<file path="config.mk">
export PLATFORM = sky130hd
export DESIGN_NAME = tiny_cpu_instruction_executor
export DESIGN_NICKNAME = d
export VERILOG_FILES = /design/src/tce_pkg.sv /design/src/tce_alu.sv /design/src/tiny_cpu_instruction_executor.sv
export VERILOG_INCLUDE_DIRS = /design/src /design/src/src
export SDC_FILE = /design/constraint.sdc
export NUM_CORES = 1
export LEC_CHECK = 0
export BUFFER_PORTS_ARGS = -buffer_cell sky130_fd_sc_hd__buf_2
export CAP_MARGIN = 20
export CELL_PAD_IN_SITES_DETAIL_PLACEMENT = 1
export CELL_PAD_IN_SITES_GLOBAL_PLACEMENT = 1
export CORE_MARGIN = 5
export CORE_UTILIZATION = 46
export DETAILED_ROUTE_END_ITERATION = 10
export GPL_TIMING_DRIVEN = 0
export HOLD_SLACK_MARGIN = 0.15
export PLACE_DENSITY = 0.86
export SYNTH_ARGS = -nofsm -noshare
export SYNTH_HDL_FRONTEND = slang
export SYNTH_SLANG_ARGS = --single-unit
export TNS_END_PERCENT = 30
</file>
<file path="constraint.sdc">
create_clock -name clk -period 2.84 [get_ports clk]
set_clock_uncertainty 0.2 [all_clocks]
set_input_delay 0.142 -clock clk [delete_from_list [all_inputs] [get_ports clk]]
set_output_delay 0.142 -clock clk [all_outputs]
set_load 0.005 [all_outputs]
</file>
<file path="src/assert_macros.svh">
// Assertion helpers shared by the RTL.
`ifndef ASSERT_MACROS_SVH
`define ASSERT_MACROS_SVH

// cond must hold at every clock edge out of reset
`define ASSERT_ALWAYS(name, clk, rst_n, cond, msg) \
	name: assert property (@(posedge clk) disable iff (!rst_n) (cond)) else $error(msg);

// ante implies cons in the same cycle
`define ASSERT_IMPL(name, clk, rst_n, ante, cons, msg) \
	name: assert property (@(posedge clk) disable iff (!rst_n) (ante) |-> (cons)) else $error(msg);

// ante implies cons in the next cycle
`define ASSERT_NEXT(name, clk, rst_n, ante, cons, msg) \
	name: assert property (@(posedge clk) disable iff (!rst_n) (ante) |=> (cons)) else $error(msg);

`endif

</file>
<file path="src/tce_pkg.sv">
package tce_pkg;

	localparam int DATA_W = 8;
	localparam int REG_N  = 4;
	localparam int RIDX_W = $clog2(REG_N);
	localparam int CNT_W  = $clog2(DATA_W);

	// immediate loads always target D
	localparam logic [RIDX_W-1:0] IMM_DST = RIDX_W'(REG_N - 1);

	typedef enum logic [2:0] {
		OP_ADD = 3'd0,
		OP_SUB = 3'd1,
		OP_MUL = 3'd2,
		OP_DIV = 3'd3,
		OP_IN  = 3'd4,
		OP_OUT = 3'd5
	} op_t;

	typedef struct packed {
		logic start;
		op_t  op;
	} alu_ctl_t;

endpackage

</file>
<file path="src/tce_alu.sv">
`include "assert_macros.svh"

// Bit-serial ALU: one bit of the result per cycle.
module tce_alu (
	input  logic                          clk,
	input  logic                          arst_n,
	input  tce_pkg::alu_ctl_t             ctl,
	input  logic [tce_pkg::DATA_W-1:0]    a,
	input  logic [tce_pkg::DATA_W-1:0]    b,
	output logic                          done,
	output logic [tce_pkg::DATA_W-1:0]    result
);

	localparam int W = tce_pkg::DATA_W;
	localparam logic [tce_pkg::CNT_W-1:0] LAST = tce_pkg::CNT_W'(W - 1);

	tce_pkg::op_t              op_q;
	logic                      busy_q;
	logic                      done_q;
	logic [tce_pkg::CNT_W-1:0] cnt_q;
	logic [W-1:0]              a_q;
	logic [W-1:0]              b_q;
	logic [W-1:0]              acc_q;
	logic                      carry_q;

	logic         is_sub;
	logic         bb;
	logic         sum_bit;
	logic         carry_nxt;
	logic [W-1:0] mul_nxt;
	logic [W+1:0] div_diff;
	logic         borrow;

	always_comb begin
		is_sub    = (op_q == tce_pkg::OP_SUB);
		bb        = b_q[0] ^ is_sub;
		sum_bit   = a_q[0] ^ bb ^ carry_q;
		carry_nxt = (a_q[0] & bb) | (a_q[0] & carry_q) | (bb & carry_q);
		// MSB-first shift and add, wraps at W bits
		mul_nxt   = {acc_q[W-2:0], 1'b0} + (b_q[W-1] ? a_q : {W{1'b0}});
		// restoring divide: partial remainder stays below the divisor
		div_diff  = {1'b0, acc_q, a_q[W-1]} - {2'b00, b_q};
		borrow    = div_diff[W+1];
	end

	always_ff @(posedge clk or negedge arst_n) begin
		if (!arst_n) begin
			op_q    <= tce_pkg::OP_ADD;
			busy_q  <= 1'b0;
			done_q  <= 1'b0;
			cnt_q   <= '0;
			a_q     <= '0;
			b_q     <= '0;
			acc_q   <= '0;
			carry_q <= 1'b0;
		end else begin
			done_q <= busy_q && !ctl.start && (cnt_q == LAST);
			if (ctl.start) begin
				op_q    <= ctl.op;
				busy_q  <= 1'b1;
				cnt_q   <= '0;
				a_q     <= a;
				b_q     <= b;
				acc_q   <= '0;
				carry_q <= (ctl.op == tce_pkg::OP_SUB);
			end else if (busy_q) begin
				cnt_q  <= cnt_q + 1'b1;
				busy_q <= (cnt_q != LAST);
				case (op_q)
					tce_pkg::OP_ADD, tce_pkg::OP_SUB: begin
						a_q     <= {1'b0, a_q[W-1:1]};
						b_q     <= {1'b0, b_q[W-1:1]};
						acc_q   <= {sum_bit, acc_q[W-1:1]};
						carry_q <= carry_nxt;
					end
					tce_pkg::OP_MUL: begin
						b_q   <= {b_q[W-2:0], 1'b0};
						acc_q <= mul_nxt;
					end
					tce_pkg::OP_DIV: begin
						a_q   <= {a_q[W-2:0], ~borrow};
						acc_q <= borrow ? {acc_q[W-2:0], a_q[W-1]} : div_diff[W-1:0];
					end
					default: begin
					end
				endcase
			end
		end
	end

	assign done   = done_q;
	assign result = (op_q == tce_pkg::OP_DIV) ? a_q : acc_q;

	`ASSERT_IMPL(a_no_restart, clk, arst_n, ctl.start, !busy_q, "ALU started while busy")
	`ASSERT_IMPL(a_done_after_last, clk, arst_n, done_q, $past(busy_q && cnt_q == LAST), "ALU done without final step")
	`ASSERT_NEXT(a_last_step, clk, arst_n, busy_q && !ctl.start && cnt_q == LAST, done_q && !busy_q, "ALU did not finish after final step")

endmodule

</file>
<file path="src/tiny_cpu_instruction_executor.sv">
// Four-register 8-bit instruction executor.
// Input channel: instr and in_value qualified by in_valid; the block holds in_stall
// high while an instruction is in flight. One transaction is taken per edge with
// in_valid high and in_stall low.
// Result channel: out_valid, out_value and reg_a..reg_d qualified by res_valid,
// held stable while res_stall is high. Exactly one result per instruction.
// Immediate loads, IN, OUT, unused opcodes and a divide by zero go from the
// input straight to write-back; ADD, SUB, MUL and DIV first run through the
// bit-serial ALU one bit per cycle, then the block sees done and writes back.
// The next instruction can be taken while the previous result waits in the
// output register; its write-back waits until that result is taken, so a
// stalled receiver holds at most one finished result and one pending one.
// Reset clears all four registers to zero and empties the output register.
`include "assert_macros.svh"

module tiny_cpu_instruction_executor (
	input  logic                       clk,
	input  logic                       arst_n,
	input  logic                       in_valid,
	output logic                       in_stall,
	input  logic [tce_pkg::DATA_W-1:0] instr,
	input  logic [tce_pkg::DATA_W-1:0] in_value,
	output logic                       res_valid,
	input  logic                       res_stall,
	output logic                       out_valid,
	output logic [tce_pkg::DATA_W-1:0] out_value,
	output logic [tce_pkg::DATA_W-1:0] reg_a,
	output logic [tce_pkg::DATA_W-1:0] reg_b,
	output logic [tce_pkg::DATA_W-1:0] reg_c,
	output logic [tce_pkg::DATA_W-1:0] reg_d
);

	localparam int W  = tce_pkg::DATA_W;
	localparam int RW = tce_pkg::RIDX_W;

	typedef enum logic [1:0] {ST_IDLE, ST_EXEC, ST_WB} state_t;

	state_t          state_q;
	logic [W-1:0]    rf_q [tce_pkg::REG_N];
	logic [RW-1:0]   dst_q;
	logic            wb_en_q;
	logic            use_alu_q;
	logic [W-1:0]    wb_val_q;
	logic            flag_q;
	logic [W-1:0]    emit_q;
	logic            res_valid_q;
	logic            out_valid_q;
	logic [W-1:0]    out_value_q;

	logic              acc_in;
	logic              is_imm;
	tce_pkg::op_t      opc;
	logic [RW-1:0]     dst;
	logic [RW-1:0]     src;
	logic [W-1:0]      dv;
	logic [W-1:0]      sv;
	logic              zero_div;
	logic              alu_op;
	logic              out_free;
	tce_pkg::alu_ctl_t alu_ctl;
	logic              alu_done;
	logic [W-1:0]      alu_result;

	always_comb begin
		acc_in   = in_valid && !in_stall;
		is_imm   = !instr[W-1];
		opc      = tce_pkg::op_t'(instr[6:4]);
		dst      = instr[3:2];
		src      = instr[1:0];
		dv       = rf_q[dst];
		sv       = rf_q[src];
		zero_div = (opc == tce_pkg::OP_DIV) && (sv == '0);
		// divide by zero skips the ALU and leaves the destination alone
		alu_op   = !is_imm && !zero_div &&
			(opc == tce_pkg::OP_ADD || opc == tce_pkg::OP_SUB ||
			 opc == tce_pkg::OP_MUL || opc == tce_pkg::OP_DIV);
		out_free = !res_valid_q || !res_stall;
		alu_ctl.start = acc_in && alu_op;
		alu_ctl.op    = opc;
	end

	tce_alu u_alu (
		.clk    (clk),
		.arst_n (arst_n),
		.ctl    (alu_ctl),
		.a      (dv),
		.b      (sv),
		.done   (alu_done),
		.result (alu_result)
	);

	always_ff @(posedge clk or negedge arst_n) begin
		if (!arst_n) begin
			state_q     <= ST_IDLE;
			for (int i = 0; i < tce_pkg::REG_N; i++) begin
				rf_q[i] <= '0;
			end
			dst_q       <= '0;
			wb_en_q     <= 1'b0;
			use_alu_q   <= 1'b0;
			wb_val_q    <= '0;
			flag_q      <= 1'b0;
			emit_q      <= '0;
			res_valid_q <= 1'b0;
			out_valid_q <= 1'b0;
			out_value_q <= '0;
		end else begin
			if (state_q == ST_WB && out_free) begin
				res_valid_q <= 1'b1;
			end else if (res_valid_q && !res_stall) begin
				res_valid_q <= 1'b0;
			end
			case (state_q)
				ST_IDLE: begin
					if (acc_in) begin
						if (is_imm) begin
							dst_q     <= tce_pkg::IMM_DST;
							wb_en_q   <= 1'b1;
							use_alu_q <= 1'b0;
							wb_val_q  <= {1'b0, instr[W-2:0]};
							flag_q    <= 1'b0;
							emit_q    <= '0;
							state_q   <= ST_WB;
						end else begin
							dst_q     <= dst;
							wb_en_q   <= alu_op || (opc == tce_pkg::OP_IN);
							use_alu_q <= alu_op;
							wb_val_q  <= in_value;
							flag_q    <= (opc == tce_pkg::OP_OUT);
							emit_q    <= (opc == tce_pkg::OP_OUT) ? sv : '0;
							state_q   <= alu_op ? ST_EXEC : ST_WB;
						end
					end
				end
				ST_EXEC: begin
					if (alu_done) begin
						state_q <= ST_WB;
					end
				end
				ST_WB: begin
					if (out_free) begin
						if (wb_en_q) begin
							rf_q[dst_q] <= use_alu_q ? alu_result : wb_val_q;
						end
						out_valid_q <= flag_q;
						out_value_q <= emit_q;
						state_q     <= ST_IDLE;
					end
				end
				default: begin
					state_q <= ST_IDLE;
				end
			endcase
		end
	end

	assign in_stall  = (state_q != ST_IDLE);
	assign res_valid = res_valid_q;
	assign out_valid = out_valid_q;
	assign out_value = out_value_q;
	assign reg_a     = rf_q[0];
	assign reg_b     = rf_q[1];
	assign reg_c     = rf_q[2];
	assign reg_d     = rf_q[3];

	`ASSERT_IMPL(a_done_in_exec, clk, arst_n, alu_done, state_q == ST_EXEC, "ALU finished outside execute")
	`ASSERT_NEXT(a_alu_start, clk, arst_n, alu_ctl.start, state_q == ST_EXEC, "ALU op accepted without entering execute")
	`ASSERT_NEXT(a_wb_lands, clk, arst_n, state_q == ST_WB && !res_valid_q, res_valid_q && state_q == ST_IDLE, "write-back did not produce a result")
	`ASSERT_IMPL(a_out_quiet, clk, arst_n, res_valid_q && !out_valid_q, out_value_q == '0, "out_value set without OUT")

endmodule
</file>
# == Word-level counts from Yosys, hierarchy flattened ==
# Cells that the tools add are included.
# word_totals
output_inout_bits,43
inputBits,20
regBits,98
word_cells,140
# classes
n_addsub,3
magnitude_cmp,4
eq_ne,15
reduce_logical,40
bitwise_logic,12
muxes,44
# ops
cell,count
8-bit two-way mux,18
8-bit binary-select mux with 2-bit select,2
32-bit bitwise mux,1
8-bit one-hot mux with 2 select lines,2
8-bit one-hot mux with 3 select lines,1
8-bit demux with 2-bit select,1
"3-bit by 2-bit equality test with 1-bit output, second input constant",4
2-bit two-way mux,6
2-bit AND reduction,6
1-bit logical AND,10
1-bit two-way mux,10
9-bit by 8-bit subtractor with 10-bit output,1
"3-bit equality test, second input constant",3
"3-bit >= comparator, second input constant",3
2-bit inverter with 3-bit output,3
8-bit adder,1
8-bit logical NOT,1
2-bit nonzero test,4
"3-bit by 1-bit equality test with 1-bit output, second input constant",2
3-bit logical NOT,2
3-bit two-way mux,2
2-bit one-hot mux with 3 select lines,1
3-bit AND reduction,2
3-bit nonzero test,2
other kinds (16),30

# == Depth between registers and ports, before layout ==
# depth
depth_word,13
depth_mapped,11
depth_no_buf,10

# == Cells and area by module ==
# From an unflattened synthesis, not the netlist that was laid out.
# hier_totals
hier_cells,552
hier_area_um2,5729.2
# by_module_without_submodules
mod,n_inst,seq_area_each_um2,cells_each,area_each_um2
tiny_cpu_instruction_executor,1,1626.6,239,3130.5
tce_alu,1,825.8,313,2598.7

# == Least setup slack after synthesis ==
# Ideal clock, no wire load.
# synth_timing
path_type,register -> register
start,register u_alu.b_q[7]
end,register u_alu.a_q[0]
n_path_buf,1
period_less_slack_ps,2580
arrival_ps,2256
setup_slack_ps,260
stages_incl_launch_ff,9
t_required_ps,2516
setup_ps,124
path_cell_list,dfrtp_1 clkbuf_1 inv_1 ha_1 and2_1 a221o_1 nor2_1 a211oi_1 o31a_1
# synth_via
elab_chain_cells,5
# synth_rtl
item,line,source
start: declaration,tce_alu.sv:22,logic [W-1:0] b_q;
start signal: assignment,tce_alu.sv:72,"b_q <= {1'b0, b_q[W-1:1]};"
start signal: assignment,tce_alu.sv:77,"b_q <= {b_q[W-2:0], 1'b0};"
9-bit by 8-bit subtractor with 10-bit output,tce_alu.sv:42,"div_diff = {1'b0, acc_q, a_q[W-1]} - {2'b00, b_q};"
1-bit inverter,tce_alu.sv:81,"a_q <= {a_q[W-2:0], ~borrow};"
8-bit one-hot mux with 2 select lines,tce_alu.sv:69,case (op_q)
8-bit two-way mux,tce_alu.sv:66,end else if (busy_q) begin
8-bit two-way mux,tce_alu.sv:58,if (ctl.start) begin
end signal: assignment,tce_alu.sv:71,"a_q <= {1'b0, a_q[W-1:1]};"
end signal: assignment,tce_alu.sv:81,
end: declaration,tce_alu.sv:21,logic [W-1:0] a_q;
# Every way passes these cells. The select of a mux whose other input is x is not followed.
# A chain may end at the register's enable or synchronous reset.

# == Final worst setup path ==
# layout_timing
start,"register rf_q, in the netlist reg_a[6]"
end,register u_alu.b_q[1]
# layout_via
elab_chain_cells,11
word_cells_on_any_way,13
classes_between,mux: 4; reduce/logical: 9
# layout_rtl
item,line,source
start: declaration,tiny_cpu_instruction_executor.sv:39,logic [W-1:0] rf_q [tce_pkg::REG_N];
start signal: indexed assignment,tiny_cpu_instruction_executor.sv:143,rf_q[dst_q] <= use_alu_q ? alu_result : wb_val_q;
8-bit binary-select mux with 2-bit select *,tiny_cpu_instruction_executor.sv:71,sv = rf_q[src];
8-bit two-way mux (not written as such) * (2 in series),tiny_cpu_instruction_executor.sv:71,
8-bit logical NOT *,tiny_cpu_instruction_executor.sv:72,zero_div = (opc == tce_pkg::OP_DIV) && (sv == '0);
1-bit logical AND *,tiny_cpu_instruction_executor.sv:72,
1-bit logical NOT *,tiny_cpu_instruction_executor.sv:74,alu_op = !is_imm && !zero_div &&
1-bit logical AND * (2 in series),tiny_cpu_instruction_executor.sv:74,
1-bit logical AND *,tiny_cpu_instruction_executor.sv:78,alu_ctl.start = acc_in && alu_op;
3-bit nonzero test (no source line) / 2-bit nonzero test (equally long branches),-,
2-bit AND reduction (no source line),-,
# Every way passes the cells marked *; elsewhere a longest branch is shown, timed or not. The select of a mux whose other input is x is not followed.

==> impl_metrics.py <==
metrics = {
    "routing": {
        "postRouteWirelength_mm": 20.2,
        "vias": 5130,
        "drc_errors": 0,
        "firstDrtPassIters": 7,
        "drt_iter0_markers": 407,
        "wl_per_cell_um": 24.8,
        "ant_nets": 0,
        "routed_via_density": 6.32,
    },
    "global_routing": {
        "grt_max_degree": 57,
        "met2_usage_pct": 48.7,
        "grt_overflow": 0,
        "first_global_vias": 5681,
        "use_met3_pct": 5.24,
        "met1_usage_pct": 34.6,
        "grt_pass1_wl_mm": 31.8,
        "track_usage_pct": 28.5,
        "grt-busiest-layer": "met2",
        "antenna_found_initial": 0,
    },
    "yosys": {
        "syn_area_per_cell_um2": 9.88,
        "synth_ff_type": "dfrtp_1",
        "synthCells": 570,
        "syn_area_um2": 5630,
        "synthesis.nets": 609,
        "ys_types": 52,
        "synthArstFlopShare_pct": 100,
        "synth-seq-cells": 98,
        "yosys_warnings": 0,
        "seq_area_frac_synth_pct": 43.6,
        "synth_edf_count": 0,
    },
    "sta": {
        "fin_ws_ps": 67.2,
        "rsz0062_at_grt": "yes",
        "relSlewSlack_pct": 45.6,
        "tns_ps": 0,
        "timing.fmax_mhz": 361,
        "setup_violations": 0,
        "slew_violations": 0,
        "fin_crit_sh_pct": 97.6,
        "tightestPinTransition_ps": 815,
        "hold_violations": 0,
        "layout_min_cycle_time_ps": 2770,
    },
    "placement": {
        "numPortBuffers": 57,
        "preCtsSetupSlack_ps": -340,
        "dp_cells": 775,
        "place_hpwl_mm": 12.9,
        "gp_congestion": 0.871,
    },
    "clock_tree": {
        "clockBufferDepth": 2,
        "path_clk_slew_ps": 80,
        "cts_sinks": 98,
        "cts_root_buf": "clkbuf_16",
        "h-tree-depth": 3,
        "insertion_delay_ps": 360,
        "cts_inserted_buffers": 9,
        "cts_tree": "done",
    },
    "layout": {
        "final_cell_mix": "dfrtp_1 (98), nand2_1 (78), a21oi_1 (62), buf_2 (58), nor2_1 (44)",
        "nets": 699,
        "diodes": 0,
        "layout-drive-gt1-share_pct": 21.4,
        "final_cells": 812,
        "area_delta_synth_final_pct": 19.4,
        "fillers": 1343,
        "postLayoutCoreUtil_pct": 55.9,
        "final_common_cell": "dfrtp_1",
    },
    "floorplanning": {
        "num_io_pins": 63,
        "start_util_pct": 46.9,
        "fp.dieW_um": 121,
        "dieHeight_um": 121,
        "coreArea_um2": 12000,
        "rows": 40,
        "die_area_um2": 14600,
    },
    "min_path": {
        "min_path_type": "in2reg",
    },
    "critical_path": {
        "startpoint_type": "flip-flop",
        "arrival_ps": 2850,
        "critPathRequiredTime_ps": 2910,
        "crit_path_max_fanout": 10,
        "end_kind": "flip-flop",
        "path_class": "reg2reg",
        "rrSetupSlack_ps": 70,
    },
    "power_and_ir_drop": {
        "p_per_area_nw_per_um2": 1180,
        "irDropWorstVdd_v": 0.000668,
        "p_leak_nw": 3.11,
        "total_power_mw": 7.95,
    },
    "flow_run": {
        "cap_violations": 0,
    },
    "run_status": {
        "status": "finished, final reports clean",
    },
}
==> Yosys cell counts, types with 2 or more instances <==
cell	instances	area, um2
a211oi_1	9	67.6
o31a_1	2	17.5
nor2_1	45	169
nor4_1	3	18.8
a21oi_1	62	310
o21ai_0	32	160
nand2b_1	5	31.3
a311oi_1	3	26.3
and3_1	7	43.8
xnor2_1	5	43.8
a2111oi_0	2	17.5
nor3_1	10	50.1
mux4_2	16	360
a22oi_1	3	22.5
a31oi_1	3	18.8
xor2_1	6	52.6
nor2b_1	8	50.1
inv_1	19	71.3
nand2_1	78	293
o211ai_1	2	15.0
nor3b_1	2	15.0
mux2i_1	15	150
buf_1	2	7.51
a221oi_1	4	35.0
buf_2	2	10.0
buf_6	3	33.8
ha_1	16	200
clkbuf_1	24	90.1
mux2_2	33	372
dfrtp_1	98	2450
a22o_1	8	70.1
fa_1	3	60.1
a21o_1	8	60.1
or2_2	2	12.5
o21a_1	6	45.0
and2_1	8	50.1
==> critical path: stages, from the launching register on <==
cell	delay [ps]
dfrtp_1	440
mux4_2	610
nor4_2	360
a311oi_2	210
nor2b_1	190
buf_6	150
clkbuf_1	260
o21ai_2	260
==> routing by layer <==
| layer | wire length, um | vias up |
|---|---|---|
| met5 | 0 | - |
| met4 | 793 | 0 |
| met3 | 1190 | 62 |
| met2 | 10100 | 257 |
| met1 | 8040 | 2582 |
| li1 | - | 2229 |
==> power by group <==
part / internal (mW) / switching (mW)
Combinational: 1.66 / 2.45
Sequential: 1.93 / 0.661
Clock: 0.613 / 0.624
Total: 4.21 / 3.74
==> registers in the layout, summed over array words and instances, names as in the netlist <==
| signal | flops |
|---|---|
| wb_en_q | 1 |
| dst_q | 2 |
| reg_b | 8 |
| wb_val_q | 8 |
| u_alu.done | 1 |
| out_valid | 1 |
| flag_q | 1 |
| u_alu.a_q | 8 |
| reg_c | 8 |
| out_value | 8 |
| u_alu.busy_q | 1 |
| res_valid | 1 |
| u_alu.op_q | 3 |
| reg_d | 8 |
| use_alu_q | 1 |
| state_q | 2 |
| u_alu.carry_q | 1 |
| u_alu.b_q | 8 |
| u_alu.acc_q | 8 |
| reg_a | 8 |
| u_alu.cnt_q | 3 |
| emit_q | 8 |
==> stage by stage <==
step                cell area (um2)  hold WS, ps
global placement               6100          206
global route                   6720          265
floorplan                      5630         -354
detailed placement             6130        -30.0
finish                         6720          229
CTS                            6640          195
==> path summary, 6_finish.rpt <==
kind,startpoint,to,cells after the start
max,reg_a[6]$_DFFE_PN0P_,u_alu.b_q[1]$_DFFE_PN0P_,7
min,instr[3],wb_val_q[3]$_DFFE_PN0P_,3
max reg2reg,reg_a[6]$_DFFE_PN0P_,u_alu.b_q[1]$_DFFE_PN0P_,7
min reg2reg,out_value[5]$_DFFE_PN0P_,out_value[5]$_DFFE_PN0P_,2
max in group asynchronous,arst_n,u_alu.acc_q[4]$_DFFE_PN0P_,4
min in group asynchronous,arst_n,reg_a[0]$_DFFE_PN0P_,4
==> logic make-up (layout without fill, tap and decap cells) <==
logic type	after synthesis	count (layout)	share of synthesized area, %
simple gates	177	177	14.3
buf+inv	51	146	3.87
flops	98	98	43.6
mux	64	64	15.7
xor+xnor	11	11	1.71
compound gates	150	150	16.3
fa+ha+maj	19	19	4.62
==> timing repair <==
action / 4_1_cts / 5_1_grt
gates resized for setup: 4 / 10
hold buffers: 20 / 0
endpoints found under the setup margin: 17 / 36
pin swaps: 0 / 2
endpoints found under the hold margin: 114 / 0
setup buffers: 0 / 2
==> area by class of cell <==
class	count	area, um2	area share, %
clock buffers	9	225	3.35
inverters	19	71.3	1.06
repair buffers	80	566	8.42
well taps	147	184	2.74
plain buffers	31	144	2.14
flip-flops and latches	98	2450	36.5
clock inverters	7	63.8	0.950
multi-input cells	421	3010	44.9
No activity file was read; power rests on OpenSTA's default activity.
